<file path="src/rtl/assert_macros.svh">
// Assertion macros shared by the hue/saturation classifier RTL.
// No dependencies; define NO_ASSERTIONS to compile the checks out.
`ifndef ASSERT_MACROS_SVH
`define ASSERT_MACROS_SVH
`ifndef NO_ASSERTIONS
`define HSC_ASSERT_IMPL(lbl, clk, rst_n, ante, cons, msg) \
  lbl: assert property (@(posedge clk) disable iff (!rst_n) (ante) |-> (cons)) \
    else $error(msg);
`define HSC_ASSERT_NEXT(lbl, clk, rst_n, ante, cons, msg) \
  lbl: assert property (@(posedge clk) disable iff (!rst_n) (ante) |=> (cons)) \
    else $error(msg);
`else
`define HSC_ASSERT_IMPL(lbl, clk, rst_n, ante, cons, msg)
`define HSC_ASSERT_NEXT(lbl, clk, rst_n, ante, cons, msg)
`endif
`endif

</file>
<file path="src/rtl/hsc_pkg.sv">
// Types and constants of the hue/saturation class table.
// Used by every module of the block except hsc_ram; no dependencies.
package hsc_pkg;

  localparam logic [1:0] KIND_CLASSIFY = 2'd0;
  localparam logic [1:0] KIND_WRITE    = 2'd1;
  localparam logic [1:0] KIND_FILL     = 2'd2;
  localparam logic [1:0] KIND_CLEAR    = 2'd3;

  localparam logic [1:0] CFG_HUE_LOW  = 2'd0;
  localparam logic [1:0] CFG_HUE_HIGH = 2'd1;
  localparam logic [1:0] CFG_SAT_LOW  = 2'd2;
  localparam logic [1:0] CFG_SAT_HIGH = 2'd3;

  localparam logic [7:0] CLASS_GREEN  = 8'd1;
  localparam logic [7:0] CLASS_ORANGE = 8'd2;
  localparam logic [7:0] CLASS_WHITE  = 8'd3;

  localparam logic [7:0] LEVEL_GREEN  = 8'd200;
  localparam logic [7:0] LEVEL_ORANGE = 8'd140;
  localparam logic [7:0] LEVEL_FULL   = 8'd255;

  localparam int Q_DEPTH = 2;

  typedef struct packed {
    logic [1:0] kind;
    logic [7:0] hue;
    logic [7:0] sat;
    logic [7:0] class_value;
  } in_item_t;

  typedef struct packed {
    logic [7:0] class_found;
    logic [7:0] blue_out;
    logic [7:0] green_out;
    logic [7:0] red_out;
    logic       in_window;
  } out_item_t;

  // Decoded command as it sits in the queue
  typedef struct packed {
    logic [1:0] kind;
    logic [7:0] cls;
    logic [7:0] hue;
    logic [7:0] sat;
    logic       hit;
    logic       win;
    logic       empty;
    logic [7:0] h_lo;
    logic [7:0] h_hi;
    logic [7:0] s_lo;
    logic [7:0] s_hi;
  } cmd_t;

  typedef struct packed {
    logic valid;
    cmd_t cmd;
  } q_if_t;

endpackage

</file>
<file path="src/rtl/hsc_queue.sv">
// Short command queue between front end and table engine.
// Depends on hsc_pkg.
module hsc_queue (
  input  logic           clk,
  input  logic           rst_n,
  input  hsc_pkg::q_if_t push,
  input  logic           pop,
  output hsc_pkg::q_if_t head,
  output logic           full
);
  import hsc_pkg::*;

  localparam int PW = (Q_DEPTH > 1) ? $clog2(Q_DEPTH) : 1;
  localparam int CW = $clog2(Q_DEPTH + 1);
  localparam logic [PW-1:0] PTR_LAST = PW'(Q_DEPTH - 1);
  localparam logic [CW-1:0] CNT_FULL = CW'(Q_DEPTH);

  cmd_t          mem_r [Q_DEPTH];
  logic [PW-1:0] wr_ptr_r, rd_ptr_r, wr_ptr_nxt, rd_ptr_nxt;
  logic [CW-1:0] count_r, count_nxt;
  logic          do_push, do_pop;

  assign full      = (count_r == CNT_FULL);
  assign do_push   = push.valid && !full;
  assign do_pop    = pop && (count_r != '0);
  assign head.valid = (count_r != '0);
  assign head.cmd   = mem_r[rd_ptr_r];

  always_comb begin
    wr_ptr_nxt = wr_ptr_r;
    rd_ptr_nxt = rd_ptr_r;
    count_nxt  = count_r;
    if (do_push) begin
      wr_ptr_nxt = (wr_ptr_r == PTR_LAST) ? '0 : wr_ptr_r + PW'(1);
    end
    if (do_pop) begin
      rd_ptr_nxt = (rd_ptr_r == PTR_LAST) ? '0 : rd_ptr_r + PW'(1);
    end
    if (do_push && !do_pop) begin
      count_nxt = count_r + CW'(1);
    end else if (do_pop && !do_push) begin
      count_nxt = count_r - CW'(1);
    end
  end

  always_ff @(posedge clk) begin
    if (!rst_n) begin
      wr_ptr_r <= '0;
      rd_ptr_r <= '0;
      count_r  <= '0;
    end else begin
      wr_ptr_r <= wr_ptr_nxt;
      rd_ptr_r <= rd_ptr_nxt;
      count_r  <= count_nxt;
    end
    if (do_push) begin
      mem_r[wr_ptr_r] <= push.cmd;
    end
  end
endmodule

</file>
<file path="config.mk">
export PLATFORM = sky130hd
export DESIGN_NAME = hsc_queue
export DESIGN_NICKNAME = d
export VERILOG_FILES = /design/src/rtl/assert_macros.svh /design/src/rtl/hsc_pkg.sv /design/src/rtl/hsc_queue.sv
export SDC_FILE = /design/constraint.sdc
export NUM_CORES = 1
export LEC_CHECK = 0
export BUFFER_PORTS_ARGS = -buffer_cell sky130_fd_sc_hd__buf_2
export CAP_MARGIN = 30
export CORE_MARGIN = 5
export CORE_UTILIZATION = 30
export DETAILED_ROUTE_END_ITERATION = 16
export GPL_TIMING_DRIVEN = 0
export PLACE_DENSITY = 0.58
export SLEW_MARGIN = 20
export SYNTH_ARGS = -nofsm -noshare
export SYNTH_HDL_FRONTEND = slang
export SYNTH_SLANG_ARGS = --single-unit
</file>
<file path="constraint.sdc">
create_clock -name clk -period 3.8 [get_ports clk]
set_clock_uncertainty 0.05 [all_clocks]
set_input_delay 0 -clock clk [delete_from_list [all_inputs] [get_ports clk]]
set_output_delay 0 -clock clk [all_outputs]
set_load 0.01 [all_outputs]
</file>
### Word level (Yosys, flattened, before mapping)

Memory sizes are Yosys's and may differ from the RTL's. A register that Yosys moved wholly into a read port is not among the register bits.
Index checks and enable logic that the tools add are counted.

* add/sub/neg operators: 4
* mux-type cells: 8
* equal/unequal tests: 1
* reduce and logical (&&, ||, !) cells: 9

Operators by type and width (count)
* 2-to-1 mux 1 bit: 6
* logical AND 1 bit: 4
* 2-to-1 mux 2 bit: 2
* nonzero test 2 bit: 2
* zero test 1 bit: 3
* adder 1 bit, second input constant: 2
* adder 2 x 1 -> 2 bit, second input constant: 1
* == test 2 bit, second input constant: 1
* subtractor 2 x 1 -> 2 bit, second input constant: 1

* logic and storage cells: 26
* RAM bits: 122
* output and inout bits: 63
* memories: 1
* input port bits: 65
* flip-flop bits (word level): 4

Memories
* mem_r: words 2, bits a word 61, read ports 1, clocked after Yosys merged registers in 1, wr ports 1, line hsc_queue.sv:18 `cmd_t mem_r [Q_DEPTH];`

### Longest topological paths before layout

* depth in word-level cells: 7
* depth in mapped cells: 7
* depth with buffers taken out: 7

### Worst setup path before layout

No wires, ideal clock.

* path kind: register -> register
* start point: register count_r[0]
* end point: memory mem_r[0][0] (netlist name) (enable)
* arrival: 2973 ps
* library setup time: 471 ps
* stages on the path, launching flop included: 4
* clock period less this slack: 3493 ps
* slack: 307 ps
* path buffers: 0
* data required time: 3279 ps
* cell sequence: dfxtp_1 nand2b_1 inv_2 nor3_2

* word-level cells in the longest chain between the ends: 5

RTL lines
* from (decl): line hsc_queue.sv:20 `logic [CW-1:0] count_r, count_nxt;`
* from (signal assigned): line hsc_queue.sv:54 `count_r <= count_nxt;`
* == test 2 bit: line hsc_queue.sv:23 `assign full = (count_r == CNT_FULL);`
* via full: line hsc_queue.sv:9 `output logic full`
* zero test 1 bit: line hsc_queue.sv:24 `assign do_push = push.valid && !full;`
* logical AND 1 bit: line hsc_queue.sv:24
* 2-to-1 mux 1 bit: line hsc_queue.sv:56 `if (do_push) begin`
* 2-to-1 mux 1 bit (implied by the code): line hsc_queue.sv:57 `mem_r[wr_ptr_r] <= push.cmd;`
* to (decl): line hsc_queue.sv:18

The timed path passes the listed nets, and every way through them passes these cells.

### Worst setup path in the final report

* start point: register count_r[0]
* end point: memory mem_r[0][55] (netlist name) (enable)

* word-level cells in the longest chain between the ends: 5

RTL lines (line)
* == test 2 bit: hsc_queue.sv:23
* zero test 1 bit: hsc_queue.sv:24
* logical AND 1 bit: hsc_queue.sv:24
* 2-to-1 mux 1 bit: hsc_queue.sv:56
* 2-to-1 mux 1 bit (implied by the code): hsc_queue.sv:57

Every way passes these cells.

==> run metrics <==
Via density 4.282; Final HPWL DP 6.475 mm; final clock period utilization by the worst path 49.99%; die area ~18000 um2; CP required between 3 and 4 ns; synth top area cells edfxtp_1 (79%), mux2_2 (15%), dfxtp_1 (2.2%), buf_4 (0.97%), and2_1 (0.40%); Slew HR 59.03%; first-pass GRT wire length 15.54 mm; Gate Count Post-Synth about 220; final number of setup-violating endpoints 0; worst path bufs/invs 3; DRT iter0 DRCs 22; Top Family by Delay on Critical Path simple AND/OR/NAND/NOR gates; largest net degree at the start of global routing 32; Setup crit start kind flop; # fillers 1355; slowest stage delay, CP about 0.48 ns; commonest cells after routing, fill and taps aside buf_2 (128), edfxtp_1 (122), dlygate4sd3_1 (63), mux2_2 (61), clkbuf_16 (17); Yosys cell types 22; most used cell, CP buf_8; Syn Area/Cell around 22 um2; post-synthesis xor/xnor area fraction 0.5666%; crit path cell chain nand2b_1 > inv_2 > nor3_4 > buf_8 > buf_8; Total Power 4.478 mW; Syn Nets between 200 and 300; Initial Utilization 30.50%; H-tree levels 4; Top FF cell, synth edfxtp_1; EDFF count, synth 122; Fmax 526.4 MHz; Synth Area in Adders 0.2698%; Finished Layout Cells 631; final count of hold timing violations 0; Die Wd about 130 um; share of layout cells above drive strength 1 52.60%; min Tclk post-route roughly 1.9 ns; CP arrival 1.96 ns; post-synthesis compound-gate area fraction 0.7016%; status finished, final reports clean; via count 2702; share of synthesized area occupied by flip-flops and latches a little over 80%; Ports 128; drt wl/cell 15.08 um; pwr/cell area 656.2 nW/um2; portion of netlist area occupied by mux cells 14.81%; P&R area growth vs syn 47.17%; ys async rst share 0%; Longest Clk Path Bufs 2; Reg clk slew, reported paths around 0.050 ns; Synth Area in Simple Gates under 10%; initial antenna violation count 0; CP max-delay cell nor3_4; Yosys top cell by area edfxtp_1; worst vdd ir about 0.34 mV; Final #Nets around 500; Synth Register Bits approximately 130; RSZ-0062 raised after global routing false; row count 45; vias in the first global route 3192; fin util 44.89%; core area 15200 um2; HP Class in2reg; CTS Buf Count 17; port buffer count between 100 and 150; Total Wirelength approximately 9.5 mm; Ant. Diodes 0; Slew Limit Fails 0; Resized cells post-CTS 0; Post-Place Cells 536; setup bufs post-CTS 0; DIE HEIGHT 134.3 um; Synth top area share 79.01%; drt drc 0; CTS Root Cell clkbuf_16; TNS Setup 0 ns; Clk Latency, worst-skew pair 0.40 ns; CTS tree built; worst slew pin tran 0.6126 ns; Mapped Area 4637 um2; Yosys warning count 0; CTS hold repair buffers 63; Worst Setup Path Type reg2reg; crit path max fanout 11; post-route ant nets 0; # clock sinks 127; nature of the critical path endpoint flop; GPL Wtd Cong 0.6727; commonest non-fill, non-tap cell in the layout buf_2; Initial DRT Pass Iterations 4; max cap viols 0; Lkg Pwr 2.594 nW; GRT overflow 0; overall routing resource usage 11.17%; largest family of logic cells by synthesized area multiplexers
-- metrics by stage --
step / hold slack, ns / setup WS (ns) / instance area [um2]
after floorplan: 0.04887 / 0.3068 / 4637
after global placement: 0.1383 / -1.281 / 5508
after detailed placement: 0.1437 / 1.876 / 5614
after CTS: 0.01915 / 1.864 / 6824
after global routing: 0.07586 / 1.775 / 6824
final: 0.04674 / 1.900 / 6824
-- tightest hold or removal path: stages --
cell and delay, ns:
buf_2 0.08, o21ai_1 0.10, xnor2_1 0.17, and2_1 0.12
-- area by class of cell --
cell class / count / area [um2] / share of cell area [%]
Sequential cell: 127 / 3764 / 55.15
Inverter: 2 / 7.507 / 0.1100
Clock buffer: 19 / 432.9 / 6.344
Multi-Input combinational cell: 79 / 827.0 / 12.12
Timing Repair Buffer: 196 / 1361 / 19.95
Tap cell: 188 / 235.2 / 3.447
Buffer: 7 / 50.05 / 0.7334
Clock inverter: 13 / 146.4 / 2.145
-- cells by family after synthesis --
kind of cell	after synthesis
flops	127
buf+inv	9
xor+xnor	3
mux	61
fa+ha+maj	1
simple gates	9
compound gates	5
-- report_power, final --
| part | internal [mW] | total, mW | switching [mW] |
|---|---|---|---|
| logic | 0.548 | 1.09 | 0.546 |
| clock network | 1.02 | 1.58 | 0.559 |
| registers | 1.76 | 1.81 | 0.0467 |
| total | 3.33 | 4.48 | 1.15 |
-- final timing paths --
check	start	to	slack, ns	cells after the start
worst min register to register	count_r[1]	count_r[1]	0.48	2
worst max register to register	count_r[0]	mem_r[0][55]	1.90	5
worst max-delay path	count_r[0]	mem_r[0][55]	1.90	5
worst min-delay path	pop	flop	0.05	4
-- registers in the layout, summed over array words and instances (netlist names), named ones only --
name	flops
mem_r	122
wr_ptr_r	1
count_r	2
rd_ptr_r	1
-- Yosys cell counts (2+ instances only) --
library cell	instances
xnor2_1	2
edfxtp_1	122
mux2_2	61
dfxtp_1	5
and2_1	3
buf_4	6
-- routing by layer --
metal | track usage [%] | share of wire, % | vias to the layer above
met1 | 12.06 | 41 | 1324
met5 | 0 | 0 | -
met3 | 3.751 | 5.6 | 15
li1 | - | - | 1279
met2 | 19.72 | 52 | 84
met4 | 5.260 | 1.8 | 0
(Power assumes the default switching activity.)
