<file path="config.mk">
export PLATFORM = sky130hd
export DESIGN_NAME = hsc_front
export DESIGN_NICKNAME = d
export VERILOG_FILES = /design/src/rtl/assert_macros.svh /design/src/rtl/hsc_pkg.sv /design/src/rtl/hsc_front.sv
export SDC_FILE = /design/constraint.sdc
export NUM_CORES = 1
export LEC_CHECK = 0
export ABC_AREA = 1
export BUFFER_PORTS_ARGS = -buffer_cell sky130_fd_sc_hd__buf_4
export CAP_MARGIN = 0
export CELL_PAD_IN_SITES_DETAIL_PLACEMENT = 0
export CELL_PAD_IN_SITES_GLOBAL_PLACEMENT = 1
export CORE_MARGIN = 1.5
export CORE_UTILIZATION = 31
export DETAILED_ROUTE_END_ITERATION = 8
export PLACE_DENSITY_LB_ADDON = 0.1
export SLEW_MARGIN = 20
export SYNTH_ARGS = -nofsm -noshare
export SYNTH_HDL_FRONTEND = slang
export SYNTH_SLANG_ARGS = --single-unit
export TNS_END_PERCENT = 5
</file>
<file path="constraint.sdc">
create_clock -name clk -period 1.4 [get_ports clk]
set_input_delay 0.28 -clock clk [delete_from_list [all_inputs] [get_ports clk]]
set_output_delay 0.28 -clock clk [all_outputs]
set_load 0.03 [all_outputs]
</file>
<file path="src/rtl/assert_macros.svh">
// Assertion macros shared by the hue/saturation classifier RTL.
// No dependencies; define NO_ASSERTIONS to compile the checks out.
`ifndef ASSERT_MACROS_SVH
`define ASSERT_MACROS_SVH
`ifndef NO_ASSERTIONS
`define HSC_ASSERT_IMPL(lbl, clk, rst_n, ante, cons, msg) \
  lbl: assert property (@(posedge clk) disable iff (!rst_n) (ante) |-> (cons)) \
    else $error(msg);
`define HSC_ASSERT_NEXT(lbl, clk, rst_n, ante, cons, msg) \
  lbl: assert property (@(posedge clk) disable iff (!rst_n) (ante) |=> (cons)) \
    else $error(msg);
`else
`define HSC_ASSERT_IMPL(lbl, clk, rst_n, ante, cons, msg)
`define HSC_ASSERT_NEXT(lbl, clk, rst_n, ante, cons, msg)
`endif
`endif

</file>
<file path="src/rtl/hsc_pkg.sv">
// Types and constants of the hue/saturation class table.
// Used by every module of the block except hsc_ram; no dependencies.
package hsc_pkg;

  localparam logic [1:0] KIND_CLASSIFY = 2'd0;
  localparam logic [1:0] KIND_WRITE    = 2'd1;
  localparam logic [1:0] KIND_FILL     = 2'd2;
  localparam logic [1:0] KIND_CLEAR    = 2'd3;

  localparam logic [1:0] CFG_HUE_LOW  = 2'd0;
  localparam logic [1:0] CFG_HUE_HIGH = 2'd1;
  localparam logic [1:0] CFG_SAT_LOW  = 2'd2;
  localparam logic [1:0] CFG_SAT_HIGH = 2'd3;

  localparam logic [7:0] CLASS_GREEN  = 8'd1;
  localparam logic [7:0] CLASS_ORANGE = 8'd2;
  localparam logic [7:0] CLASS_WHITE  = 8'd3;

  localparam logic [7:0] LEVEL_GREEN  = 8'd200;
  localparam logic [7:0] LEVEL_ORANGE = 8'd140;
  localparam logic [7:0] LEVEL_FULL   = 8'd255;

  localparam int Q_DEPTH = 2;

  typedef struct packed {
    logic [1:0] kind;
    logic [7:0] hue;
    logic [7:0] sat;
    logic [7:0] class_value;
  } in_item_t;

  typedef struct packed {
    logic [7:0] class_found;
    logic [7:0] blue_out;
    logic [7:0] green_out;
    logic [7:0] red_out;
    logic       in_window;
  } out_item_t;

  // Decoded command as it sits in the queue
  typedef struct packed {
    logic [1:0] kind;
    logic [7:0] cls;
    logic [7:0] hue;
    logic [7:0] sat;
    logic       hit;
    logic       win;
    logic       empty;
    logic [7:0] h_lo;
    logic [7:0] h_hi;
    logic [7:0] s_lo;
    logic [7:0] s_hi;
  } cmd_t;

  typedef struct packed {
    logic valid;
    cmd_t cmd;
  } q_if_t;

endpackage

</file>
<file path="src/rtl/hsc_front.sv">
// Front end: window registers, input decode and rectangle clipping.
// Depends on hsc_pkg.
module hsc_front #(
  parameter int HUE_BINS = 256,
  parameter int SAT_BINS = 256
) (
  input  logic              clk,
  input  logic              rst_n,
  input  logic              start,
  input  logic              busy,
  input  hsc_pkg::in_item_t in_data,
  input  logic              cfg_we,
  input  logic [1:0]        cfg_index,
  input  logic [7:0]        cfg_wdata,
  output hsc_pkg::q_if_t    push
);
  import hsc_pkg::*;

  localparam logic [7:0] HUE_MAX = 8'(HUE_BINS - 1);
  localparam logic [7:0] SAT_MAX = 8'(SAT_BINS - 1);

  logic [7:0] hue_low_r, hue_high_r, sat_low_r, sat_high_r;
  logic [7:0] h_end, s_end;

  always_ff @(posedge clk) begin
    if (!rst_n) begin
      hue_low_r  <= 8'd0;
      hue_high_r <= 8'd255;
      sat_low_r  <= 8'd0;
      sat_high_r <= 8'd255;
    end else if (cfg_we) begin
      case (cfg_index)
        CFG_HUE_LOW:  hue_low_r  <= cfg_wdata;
        CFG_HUE_HIGH: hue_high_r <= cfg_wdata;
        CFG_SAT_LOW:  sat_low_r  <= cfg_wdata;
        CFG_SAT_HIGH: sat_high_r <= cfg_wdata;
        default: begin
        end
      endcase
    end
  end

  // clip the fill rectangle to the table
  assign h_end = (hue_high_r > HUE_MAX) ? HUE_MAX : hue_high_r;
  assign s_end = (sat_high_r > SAT_MAX) ? SAT_MAX : sat_high_r;

  always_comb begin
    push.valid     = start & ~busy;
    push.cmd.kind  = in_data.kind;
    push.cmd.cls   = in_data.class_value;
    push.cmd.hue   = in_data.hue;
    push.cmd.sat   = in_data.sat;
    push.cmd.hit   = (in_data.hue <= HUE_MAX) && (in_data.sat <= SAT_MAX);
    push.cmd.win   = (in_data.hue >= hue_low_r) && (in_data.hue <= hue_high_r) &&
                     (in_data.sat >= sat_low_r) && (in_data.sat <= sat_high_r);
    push.cmd.empty = (hue_low_r > h_end) || (sat_low_r > s_end);
    push.cmd.h_lo  = hue_low_r;
    push.cmd.h_hi  = h_end;
    push.cmd.s_lo  = sat_low_r;
    push.cmd.s_hi  = s_end;
  end
endmodule

</file>
Word level (Yosys, flattened, before mapping). Cells that the tools add are included.

$lt $le $gt $ge: 10. Equal/unequal tests: 3. Mux-type cells: 2. Bitwise gates (word level): 2. Reductions and logical operators: 10.

Operators by type and width (number): $ge A8 B8 Y1 (2); $gt A8 B8 Y1 (2); $gt A8 B8 Y1 const B (2); $le A8 B8 Y1 (2); $le A8 B8 Y1 const B (2); $mux W8 (2); $reduce_and A2 Y1 (4); $eq A2 B2 Y1 const B (2); $logic_and A1 B1 Y1 (4); $eq A2 B1 Y1 const B (1); $logic_not A2 Y1 (1); $and A1 B1 Y1 (1); $logic_or A1 B1 Y1 (1); $not A1 Y1 (1).

Register bits after elaboration: 32. Input bits: 41. Output and inout bits: 62. Word-level logic and storage cells: 31.

Logic depth before layout (Yosys ltp).
Word-level depth: 4. Mapped depth: 12. Mapped depth without buffers: 12.

Worst setup path before layout. No wires, ideal clock.

Kind: register -> output. Start: reg hue_low_r[7]. End: out push[33] in the netlist's numbering. Data arrival time: 1704 ps. Setup slack: -584 ps. Cell stages (with the launch flop): 9. Path buffers: 0. Cells stage by stage: dfxtp_1 > inv_1 > ha_1 > nand2_1 > nor2_1 > nand4_1 > nand3_1 > nand2_1 > nor2_1.

RTL lines: start: declaration (line hsc_front.sv:22) `logic [7:0] hue_low_r, hue_high_r, sat_low_r, sat_high_r;`; start signal: assignment (line hsc_front.sv:33) `CFG_HUE_LOW: hue_low_r <= cfg_wdata;`; end: declaration (line hsc_front.sv:15) `output hsc_pkg::q_if_t push`.

==> summary.txt <==
ys async rst share = 0
Final Setup Violations = 2
Die ar. = 0.008687 mm^2
max-cap violation count = 0
cell count after synthesis = 339
post-route antenna net violation count = 0
non-filler cells, final = 553
crit-path cells = inv_1 -> ha_1 -> nand2_1 -> o21a_1 -> nand2_2 -> nand2_2 -> nor2_4 -> buf_6
H-tree depth = 2
FF-to-FF setup slack = 0.65 ns
wire per inst = 12.04 um
critical path's largest stage delay = 0.35 ns
post-synthesis sequential area ratio = 0.2540
share of layout cells above drive strength 1 = 0.5211
Pwr Total = 2.653 mW
Clock Path Buffers = 2
Die Span X = 93.21 um
Hold WS = 0.2344 ns
top-count cell post-synth = nand2_1
Inst Count DP = 544
routed wire length = 6660 um
Worst Skew = 0 ns
Startpoint Class = register
Distinct cells, synth = 22
pwr dens = 679.4 mW/mm^2
# DRC = 0
Vias = 2444
cts bufs inserted = 5
Pre-antenna DRT Iters = 4
I/O pins = 103
Main synth FF type = dfxtp_1
Reg-to-Reg Start = hue_high_r[1]
syn avg cell area = 7.441 um^2
max-slew violation count = 0
fin crit period = 1.999 ns
Nets = 539
hold depth = 3
number of synthesized flops with an enable pin = 0
Leak = 1.947 nW
post-synth top area share = 0.2540
fmax = 500.4 MHz
Peak VDD IR = 0.0002779 V
grt ovf = 0
antenna diode instance count = 0
drt via density = 4.420
Hold WC Path Type = in2reg
Crit path max-delay family = simple AND/OR/NAND/NOR gates
crit path DAT = 1.72 ns
Reg2Reg Depth = 3
Period Utilization, post-route = 1.428
die height = 93.21 um
synthesized flop and latch total = 32
CP Max Fanout = 3
Port Buf Inserts = 81
Reg-to-Reg End = hue_high_r[1]
Starting Density = 0.3231
Crit-path slowest cell = dfxtp_4
GR Util All Layers = 0.1610
Worst-path clk slew = 0.06 ns
RSZ-0062 raised after global routing = true
Hold Vio Cnt, Final = 0
number of global-route vias before repair = 2300
Core ar. = 0.007807 mm^2
placed cell area = 0.003740 mm^2
synthesized net count = 428
dpl hpwl = 5540 um
clk sinks = 32
area grow syn2layout = 54.81%
number of buffers and inverters on the critical path = 2
Setup TNS = -1.103 ns
crit path capture type = output pin
failing checks = negative setup slack
dominant cell type by area after synthesis = dfxtp_1
CP Class = reg2out
Critical Path Source = sat_low_r[7]
Post-CTS Hold Fix Bufs = 0
Clk Tree Root Cell = clkbuf_8
GPL Wtd Cong = 0.7330
Req. time, crit path = 1.12 ns
status = finished, violations left
Setup crit end = push[33]
antenna violations before repair = 0
worst skew pair latency = 0.28 ns
Std-Cell Rows = 32
leading post-synthesis cells by cell area = dfxtp_1 (25%), ha_1 (24%), nand2_1 (9.2%)
Setup WS post-layout = -0.5986 ns
first-pass GRT wire length = 10910 um
most frequent CP cell = nand2_2
Iter 0 DRT Violations = 73
mapped cell area = 0.002522 mm^2
Finished Cell Area = 0.003905 mm^2
pin count of the biggest net entering global routing = 17
Commonest cells post-synth = nand2_1 (62), inv_1 (55), ha_1 (48), a21oi_1 (39), dfxtp_1 (32)
Ys Warns = 0
CTS tree = yes
stages on the worst setup path = 8
[report_power, final]
part | total (mW) | internal, mW | switching, mW
Clock | 0.682 | 0.346 | 0.336
Sequential | 0.981 | 0.939 | 0.0426
Combinational | 0.990 | 0.450 | 0.540
Total | 2.65 | 1.73 | 0.919
[flip-flops by register name (all words and copies together) (netlist names)]
| name | count |
|---|---|
| sat_high_r | 8 |
| hue_low_r | 8 |
| sat_low_r | 8 |
| hue_high_r | 8 |
[what timing repair did]
| item | in CTS | in global routing |
|---|---|---|
| setup endpoints to repair | 2 | 2 |
| setup buffers | 1 | 0 |
| pin swaps | 10 | 2 |
| resized for setup | 17 | 3 |
[how the worst min path moves through the flow]
stage / slack, ns / startpoint / end
6_report: 0.23 / cfg_wdata[7] / sat_high_r[7]
3_3_place_gp: 0.51 / sat_high_r[0] / sat_high_r[0]
2_1_floorplan: 0.41 / cfg_wdata[1] / sat_high_r[1]
5_1_grt: 0.25 / cfg_wdata[7] / sat_high_r[7]
4_1_cts: 0.23 / cfg_wdata[7] / sat_high_r[7]
3_5_place_dp: 0.51 / hue_high_r[0] / hue_high_r[0]
[cell type report]
type	instances	area [um^2]
Tap cell	102	127.6
Timing Repair Buffer	137	1045
Inverter	56	225.2
Multi-Input combinational cell	218	1682
Sequential cell	32	745.7
Fill cell	788	3902
Clock buffer	7	76.32
Clock inverter	1	3.754
[worst reg2reg max path: stages (launching register included)]
cell,delay [ns]
dfxtp_4,0.35
inv_2,0.06
buf_4,0.12
o211ai_1,0.14
[logic make-up (layout without fill, tap and decap cells)]
| logic type | Yosys count | in the layout | synth area share |
|---|---|---|---|
| other | 1 | 1 | 0.001487 |
| adder cells (fa/ha/maj) | 48 | 48 | 0.2381 |
| AND/OR/NAND/NOR | 90 | 90 | 0.1498 |
| buffers and inverters | 89 | 201 | 0.1830 |
| AO/OA/AOI/OAI | 79 | 79 | 0.1736 |
| flip-flops | 32 | 32 | 0.2540 |
[cells in the final DEF (no fill, tap or decap), drive strengths merged]
master | synthesis | layout
ha | 48 | 48
nor2 | 17 | 17
clkbuf | 2 | 7
conb | 1 | 1
o21ai | 26 | 26
inv | 56 | 56
buf | 31 | 137
a21o | 3 | 3
o21a | 3 | 3
nand4 | 5 | 5
a21oi | 39 | 39
o211ai | 8 | 8
nand2 | 63 | 63
nand3 | 3 | 3
nor3 | 2 | 2
dfxtp | 32 | 32
clkinv | 0 | 1
[metrics by stage]
step | worst slack, ns | utilization
CTS | -0.6019 | 0.4998
finish | -0.5986 | 0.5002
detailed placement | -0.4670 | 0.4790
floorplan | -0.1518 | -
global route | -0.6847 | 0.5002
global placement | -0.4878 | 0.4790
[metal layers]
layer | vias to the layer above | global-route usage | wire length [um]
li1 | 1314 | - | -
met1 | 1075 | 0.2097 | 3175
met2 | 51 | 0.2707 | 3208
met3 | 4 | 0.02602 | 206
met4 | 0 | 0.05051 | 70
met5 | - | 0 | 0
(Power assumes the default switching activity.)
